<file path="src/ipdh_pkg.sv">
// ----------------------------------------------------------------------------
// ipdh_pkg
// Shared constants, types and a helper function for the IPv4 dedup hash set.
// ----------------------------------------------------------------------------
package ipdh_pkg;

    localparam int SLOTS      = 4096;
    localparam int IDX_W      = $clog2(SLOTS);
    localparam int CNT_W      = 13;
    localparam int ADDR_W     = 32;
    localparam int PFX_W      = 6;
    localparam int STATUS_W   = 2;

    localparam logic [31:0] FNV_OFFSET = 32'd2166136261;
    localparam logic [31:0] FNV_PRIME  = 32'd16777619;
    localparam logic [31:0] ALL_ONES   = 32'hFFFF_FFFF;

    localparam logic [STATUS_W-1:0] ST_NEW  = 2'd0;
    localparam logic [STATUS_W-1:0] ST_DUP  = 2'd1;
    localparam logic [STATUS_W-1:0] ST_FULL = 2'd2;

    // controller to datapath
    typedef struct packed {
        logic load;       // capture input beat, start hash
        logic hash_step;  // one fnv byte
        logic rd;         // issue table read at probe index
        logic advance;    // step probe index
        logic wr;         // insert key at probe index
        logic clr;        // clear sweep write
        logic out_load;   // capture result
        logic [STATUS_W-1:0] status;
    } ipdh_cmd_t;

    // datapath to controller
    typedef struct packed {
        logic hash_done;
        logic slot_valid;
        logic slot_match;
        logic probes_done;
        logic clr_done;
    } ipdh_sts_t;

    function automatic logic [31:0] fnv_byte(input logic [31:0] h, input logic [7:0] b);
        logic [31:0] x;
        x = h ^ {24'd0, b};
        return x * FNV_PRIME;
    endfunction

endpackage

</file>
<file path="src/ipdh_ctrl.sv">
// ----------------------------------------------------------------------------
// ipdh_ctrl
// Sequencer: clear sweep, hash, probe walk, result handoff.
// ----------------------------------------------------------------------------
module ipdh_ctrl (
    input  logic                aclk,
    input  logic                aresetn,
    input  logic                in_valid,
    output logic                in_ready,
    output logic                out_valid,
    input  logic                out_ready,
    output ipdh_pkg::ipdh_cmd_t cmd,
    input  ipdh_pkg::ipdh_sts_t sts
);
    localparam logic [2:0] S_CLEAR = 3'd0;
    localparam logic [2:0] S_IDLE  = 3'd1;
    localparam logic [2:0] S_HASH  = 3'd2;
    localparam logic [2:0] S_READ  = 3'd3;
    localparam logic [2:0] S_CHECK = 3'd4;
    localparam logic [2:0] S_DONE  = 3'd5;

    logic [2:0] state_reg, state_next;
    logic       oval_reg, oval_next;

    assign out_valid = oval_reg;
    // new beat only when the result register is free to take its answer
    assign in_ready  = (state_reg == S_IDLE) && (!oval_reg || out_ready);

    always_comb begin
        cmd        = '0;
        state_next = state_reg;
        oval_next  = oval_reg && !out_ready;
        case (state_reg)
            S_CLEAR: begin
                if (sts.clr_done) begin
                    state_next = S_IDLE;
                end else begin
                    cmd.clr = 1'b1;
                end
            end
            S_IDLE: begin
                if (in_valid && in_ready) begin
                    cmd.load   = 1'b1;
                    state_next = S_HASH;
                end
            end
            S_HASH: begin
                if (sts.hash_done) begin
                    state_next = S_READ;
                end else begin
                    cmd.hash_step = 1'b1;
                end
            end
            S_READ: begin
                if (sts.probes_done) begin
                    cmd.status   = ipdh_pkg::ST_FULL;
                    cmd.out_load = 1'b1;
                    state_next   = S_DONE;
                end else begin
                    cmd.rd     = 1'b1;
                    state_next = S_CHECK;
                end
            end
            S_CHECK: begin
                if (!sts.slot_valid) begin
                    cmd.status   = ipdh_pkg::ST_NEW;
                    cmd.wr       = 1'b1;
                    cmd.out_load = 1'b1;
                    state_next   = S_DONE;
                end else if (sts.slot_match) begin
                    cmd.status   = ipdh_pkg::ST_DUP;
                    cmd.out_load = 1'b1;
                    state_next   = S_DONE;
                end else begin
                    cmd.advance = 1'b1;
                    state_next  = S_READ;
                end
            end
            S_DONE: begin
                oval_next  = 1'b1;
                state_next = S_IDLE;
            end
            default: state_next = S_IDLE;
        endcase
    end

    always_ff @(posedge aclk) begin
        if (!aresetn) begin
            state_reg <= S_CLEAR;
            oval_reg  <= 1'b0;
        end else begin
            state_reg <= state_next;
            oval_reg  <= oval_next;
        end
    end
endmodule

</file>
<file path="config.mk">
export PLATFORM = sky130hd
export DESIGN_NAME = ipdh_ctrl
export DESIGN_NICKNAME = d
export VERILOG_FILES = /design/src/ipdh_pkg.sv /design/src/ipdh_ctrl.sv
export SDC_FILE = /design/constraint.sdc
export NUM_CORES = 1
export LEC_CHECK = 0
export ABC_AREA = 1
export BUFFER_PORTS_ARGS = -buffer_cell sky130_fd_sc_hd__buf_2
export CORE_AREA = 2 2 39 41
export DETAILED_ROUTE_END_ITERATION = 8
export DIE_AREA = 0 0 41 43
export PLACE_DENSITY = 0.62
export SYNTH_ARGS = -nofsm -noshare
export SYNTH_HDL_FRONTEND = slang
export SYNTH_SLANG_ARGS = --single-unit
</file>
<file path="constraint.sdc">
create_clock -name aclk -period 1.2 [get_ports aclk]
set_clock_uncertainty 0.15 [all_clocks]
set_input_delay 0.18 -clock aclk [delete_from_list [all_inputs] [get_ports aclk]]
set_output_delay 0.18 -clock aclk [all_outputs]
set_load 0.005 [all_outputs]
</file>
==> results of run 1 <==
## metrics by stage
stage           util  TNS (ps)  setup WS (ps)  std cells
2_1_floorplan      -         0           84.3         52
3_3_place_gp   0.326         0           2.68         89
3_5_place_dp   0.326     -72.2          -35.4         89
4_1_cts        0.392     -2190           -226         97
5_1_grt        0.418     -2920           -317         97
6_report       0.418     -1990           -207         97
## cells in the final DEF, fill, tap and decap left out, types with 2 or more instances in the layout
cell	count
buf_2	18
buf_4	7
clkbuf_4	3
dfxtp_4	2
inv_1	12
inv_2	2
nand2_1	3
nand3_1	4
nand3_2	2
nor2_1	6
nor2_4	7
nor3_1	2
## area by class of cell
cell class,count,area (um2),area share
clock buffer,3,22.5,0.0390
inverter,15,61.3,0.106
multi-input combinational,33,231,0.400
sequential,4,88.8,0.154
tap,16,20.0,0.0346
timing repair buffer,26,154,0.266
## repair_timing
item,in CTS,in global routing
hold buffers,0,0
endpoints found under the setup margin,11,13
pin swaps,5,3
resized for setup,10,9
buffers inserted,5,0
## synth_stat cells
cell type / count / area [um2]
a21oi_1: 1 / 5.00
a21oi_2: 1 / 8.76
dfxtp_1: 4 / 80.1
inv_1: 12 / 45.0
inv_2: 3 / 11.3
nand2_1: 4 / 15.0
nand2_2: 1 / 6.26
nand3_1: 4 / 20.0
nand3_2: 2 / 20.0
nor2_1: 8 / 30.0
nor2_2: 3 / 18.8
nor2_4: 2 / 22.5
nor3_1: 3 / 15.0
o21a_1: 1 / 7.51
o21ai_1: 2 / 10.0
or2_1: 1 / 6.26
## power by group
| part | leakage [nW] | switching (mW) | total, mW | internal, mW |
|---|---|---|---|---|
| combinational | 0.266 | 0.155 | 0.304 | 0.149 |
| sequential | 0.0344 | 0.0241 | 0.177 | 0.153 |
| clock | 0.0138 | 0.0573 | 0.169 | 0.112 |
## critical path: cells and delay by family, from the launching register on
family                 cells  cell delay, ps
AND/OR/NAND/NOR            3             250
buffers and inverters      3             230
flip-flops                 1             360
## per-layer routing
| layer | part of all wire | GRT usage |
|---|---|---|
| met5 | 0 | 0 |
| met4 | 0.024 | 0.100 |
| met3 | 0.040 | 0.0157 |
| met2 | 0.52 | 0.156 |
| met1 | 0.41 | 0.141 |
## cells by family (layout without fill, tap and decap cells)
kind of cell	Yosys count	in the layout
buffers and inverters	15	44
DFF	4	4
and+or+nand+nor	28	28
AOI/OAI and AO/OA	5	5
## worst max-delay path by stage
stage                     cells past startpoint  slack (ps)    startpoint            to
after floorplan                               6          80  state_reg[1]  state_reg[1]
after global placement                        6           3  state_reg[1]        cmd[2]
after detailed placement                      6         -40  state_reg[0]        cmd[2]
after CTS                                     6        -230  state_reg[2]        cmd[6]
after global routing                          6        -320  state_reg[1]        cmd[0]
final                                         6        -210  state_reg[0]        cmd[0]
==> metrics, run 1 <==
Global Route Usage Sum=0.112; Routed WL=781 um; worst-path maximum fanout=4; Synthesis Warnings=0; unrepaired setup endpoints after global routing=true; initial antenna violation count=0; Setup crit end kind=primary output; period utilisation layout=1.17; synthesis-to-layout area growth=79.8%; CTS Sinks=4; final-layout fill cell count=148; DR WL/cell=8.05 um; die width=41 um; multiplexer area fraction after synthesis=0; share of layout cells above drive strength 1=0.605; NumNets Final=92; Slew @ Worst Pin=274 ps; Max VDD drop=0.000572 V; CTS tree=yes; post-route setup slack=-207 ps; I/O Pins=20; endpoints failing setup=12; Fin. Hold Viols=0; failing checks=negative setup slack; xor/xnor share of the synthesized area=0; P_leak=0.315 nW; DP Area=452 um2; fin crit period=1410 ps; worst hold path startpoint=aresetn; Synth Area in Compound Gates=0.0973; syn_nets=61; R2R Setup Slk=-70 ps; Hold Worst Slack=14.4 ps; Final Wtd Congestion=0.683; post-synthesis register bit count=4; outcome=finished with violations; htree depth=1; first-pass GRT wire length=1320 um; most frequent CP cell=nor2_4; CP required=870 ps; Worst R2R Start=state_reg[2]; Reg clk slew, reported paths=40 ps; via count=401; post-synth cell types=16; clock latency on the worst-skew pair=240 ps; Tot Pwr=0.650 mW; largest family of logic cells by synthesized area=simple AND/OR/NAND/NOR gates; PD cells=1120 nW/um2; DRC viols=0; Crit-path slowest cell=dfxtp_4; CP Data Arrival Time=1080 ps; post-route cell area=578 um2; I/O Buffers=19; clk root buf=clkbuf_4; n_diodes=0; fin. max-slew vios=0; Worst Hold Path Cells=2; Die Ht=43 um; Post-Synth Simple-Gate Area=0.479; Max Clk Rate=711 MHz; synthesized area per cell=6.18 um2; Rows=14; Max-slew headroom=0.817; clock buffer depth=2; Core Box Area=1380 um2; Die Area=1760 um2; Pre-Repair DR Iteration Count=3; worst hold path class=input port to register; critical-path cell list=nor2_4, inv_2, nor2_4, inv_1, nor2_1, buf_2; total congestion overflow=0; register area share after synthesis=0.249; Initial Utilization=0.232; Synth Instances=52; Via density=4.13; WS Path Type=register to primary output; adder-cell share of the synthesized area=0; vias in the first global route=358; synthesized cell area=322 um2; RR Endpoint=state_reg[1]; final antenna-violating net count=0; Detail Placement HPWL=601 um; DRT iter0 DRCs=3; startpoint types=register; CTS buffer count=3; Max stage delay on crit path=360 ps; largest net degree at the start of global routing=6; Largest register FFs=3; path depth of the worst reg2reg path=6; MaxCap Viol Count=0; Endpoint, Worst Hold=out_valid
Note: power is estimated with default switching activity, not from simulation.
==> inputs of run 2 (changes only) <==
--- a/config.mk
+++ b/config.mk
@@ -7,6 +7,7 @@
 export LEC_CHECK = 0
 export ABC_AREA = 1
 export BUFFER_PORTS_ARGS = -buffer_cell sky130_fd_sc_hd__buf_2
+export CAP_MARGIN = 20
 export CORE_AREA = 2 2 39 41
 export DETAILED_ROUTE_END_ITERATION = 8
 export DIE_AREA = 0 0 41 43
==> constraint.sdc (replaced) <==
create_clock -name aclk -period 1.2 [get_ports aclk]
set_clock_uncertainty 0.15 [all_clocks]
set_input_delay 0.18 -clock aclk [delete_from_list [all_inputs] [get_ports aclk]]
set_output_delay 0.18 -clock aclk [all_outputs]
set_load 0.01 [all_outputs]
==> run 2 against run 1 <==
Net effect:
- register-to-register slack about the same
- worst setup slack got worse by 47 ps
- largest power group unchanged
- worst hold slack better by 4.1 ps
- the run still ends with negative setup slack left
- combinational power rose by 23%
==> metrics, run 2 (synthesis gave the netlist of run 1 again) <==
outcome=finished with violations; failing checks=negative setup slack; CTS tree=yes; Worst R2R Start=state_reg[0]; fin cells=102 (+5.2%); startpoint types=register; R2R Setup Slk=-80 ps (about the same); dpl cells=90 (+1.1%); worst-path maximum fanout=5 (+1); DRT iter0 DRCs=4 (+1); P_leak=0.341 nW (+8.5%); RR Endpoint=state_reg[0]; final-layout fill cell count=143 (-3.4%); Crit-path slowest cell=dfxtp_4; unrepaired setup endpoints after global routing=true; Sequential Power Share=0.249 (-0.023); multi-input logic area=235 um2 (+1.6%); Slew @ Worst Pin=267 ps (-6.82 ps); Rows=14 (unchanged); Core Box Area=1380 um2 (unchanged); Pre-Repair DR Iteration Count=3 (unchanged); initial antenna violation count=0 (unchanged); PD cells=1120 nW/um2 (-0.16%); I/O Buffers=19 (unchanged); NumNets Final=97 (+5.4%); Fin. Hold Viols=0 (unchanged); die width=41 um (unchanged); CP required=870 ps (about the same); I/O Pins=20 (unchanged); htree depth=1 (unchanged); via count=423 (+5.5%); synthesis-to-layout area growth=97.7%; clock buffer depth=2 (unchanged); Tot Pwr=0.714 mW (+9.8%); Max stage delay on crit path=360 ps (about the same); CTS buffer count=3 (unchanged); Largest register FFs=3 (unchanged); critical-path cell list=inv_6, buf_4, nor2_4, o21ai_1, nand2_1, buf_2; Combinational Power Share=0.525 (+0.057); Internal Power=0.457 mW (+10%); CTS Sinks=4 (unchanged); Die Ht=43 um (unchanged); largest net degree at the start of global routing=6 (unchanged); Die Area=1760 um2 (unchanged); DR WL/cell=8.73 um (+8.4%); Max-slew headroom=0.821 (+0.00456); Reg clk slew, reported paths=40 ps (about the same); vias in the first global route=350 (-2.2%); WS Path Type=register to primary output; MaxCap Viol Count=0 (unchanged); Detail Placement HPWL=646 um (+7.5%); hold_buf cts=0 (unchanged); Clk pwr share=0.225 (-0.035); total congestion overflow=0 (unchanged); clk root buf=clkbuf_4; worst hold path startpoint=aresetn; most common cell after layout, fill and taps aside=buf_2; clock latency on the worst-skew pair=230 ps (about the same); Via density=4.15 (+0.32%); n_diodes=0 (unchanged); Routed WL=890 um (+14%); Max VDD drop=0.000532 V (-7.1%); final antenna-violating net count=0 (unchanged); path depth of the worst reg2reg path=9 (+3); fin crit period=1450 ps (+46.8 ps); commonest cells after routing, fill and taps aside=buf_2 (16), buf_4 (11), inv_1 (10); Net Sw Power=0.257 mW (+8.9%); CP Data Arrival Time=1120 ps (+40 ps); Initial Utilization=0.232 (unchanged); Sequential Area=88.8 um2 (unchanged); endpoints failing setup=13 (+1); Worst Hold Path Cells=2 (unchanged); first-pass GRT wire length=1300 um (-1.5%); worst hold path class=input port to register; Final Wtd Congestion=0.698 (+2.2%); period utilisation layout=1.21 (+0.0390); Top delay family on crit path=flip-flops; Setup crit end kind=primary output; post-route setup slack=-254 ps (-46.8 ps); Endpoint, Worst Hold=out_valid; Global Route Usage Sum=0.111 (-0.00100); Crit path buffers/inverters=3 (unchanged); fin. max-slew vios=0 (unchanged); share of layout cells above drive strength 1=0.686 (+0.0811); DRC viols=0 (unchanged); sw frac=0.360 (-0.00289); Max Clk Rate=688 MHz (-3.2%)
run 2: cell types whose count changed in the layout (fill, tap and decap cells not counted), sizes merged:
cell / previous run / this run
buf: 26 / 31
run 2: worst max-delay path by stage:
| stage | from | end | depth (start not counted) |
|---|---|---|---|
| 2_1_floorplan | state_reg[1] | cmd[0] | 5 |
| 3_3_place_gp | state_reg[1] | cmd[2] | 6 |
| 3_5_place_dp | state_reg[0] | cmd[2] | 6 |
| 4_1_cts | state_reg[0] | cmd[2] | 6 |
| 5_1_grt | state_reg[0] | cmd[0] | 6 |
| 6_report | state_reg[2] | cmd[2] | 6 |
run 2: final cells by class:
cell class / count / area share
multi-input combinational: 33 / 0.370
timing repair buffer: 31 / 0.327
sequential: 4 / 0.140
inverter: 15 / 0.0965
clock buffer: 3 / 0.0354
tap: 16 / 0.0315
run 2: worst reg2reg max path: cells and delay by family, from the launching register on:
family / cells / cell delay [ps]
buffers and inverters: 4 / 330
flip-flops: 1 / 370
AND/OR/NAND/NOR: 5 / 320
run 2: per-stage QoR:
| stage | setup slack, ps | util | setup TNS, ps | cell area, um2 | hold slack, ps |
|---|---|---|---|---|---|
| floorplan | 32.2 | - | 0 | 322 | 148 |
| global route | -320 | 0.459 | -3060 | 636 | 18.1 |
| global placement | -13.6 | 0.332 | -35.5 | 459 | 253 |
| finish | -254 | 0.459 | -2190 | 636 | 18.5 |
| detailed placement | -51.4 | 0.332 | -161 | 459 | 257 |
| CTS | -244 | 0.410 | -2240 | 567 | 16.1 |
run 2: power groups by stage:
stage / Clock (mW) / Combinational [mW] / Sequential, mW
finish: 0.161 / 0.375 / 0.178
global route: 0.181 / 0.406 / 0.180
CTS: 0.168 / 0.303 / 0.173
detailed placement: 0 / 0.244 / 0.163
global placement: 0 / 0.240 / 0.162
floorplan: 0 / 0.156 / 0.165
run 2: routing by layer:
layer,share of wire,global-route usage,vias up
li1,-,-,226
met5,0,0,-
met3,0.040,0.0209,2
met4,0.016,0.100,0
met2,0.55,0.163,10
met1,0.39,0.129,185
run 2: what timing repair did:
action | CTS | global route
buffers inserted | 6 | 3
endpoints found under the setup margin | 10 | 13
pin swaps | 6 | 7
resized for setup | 12 | 14
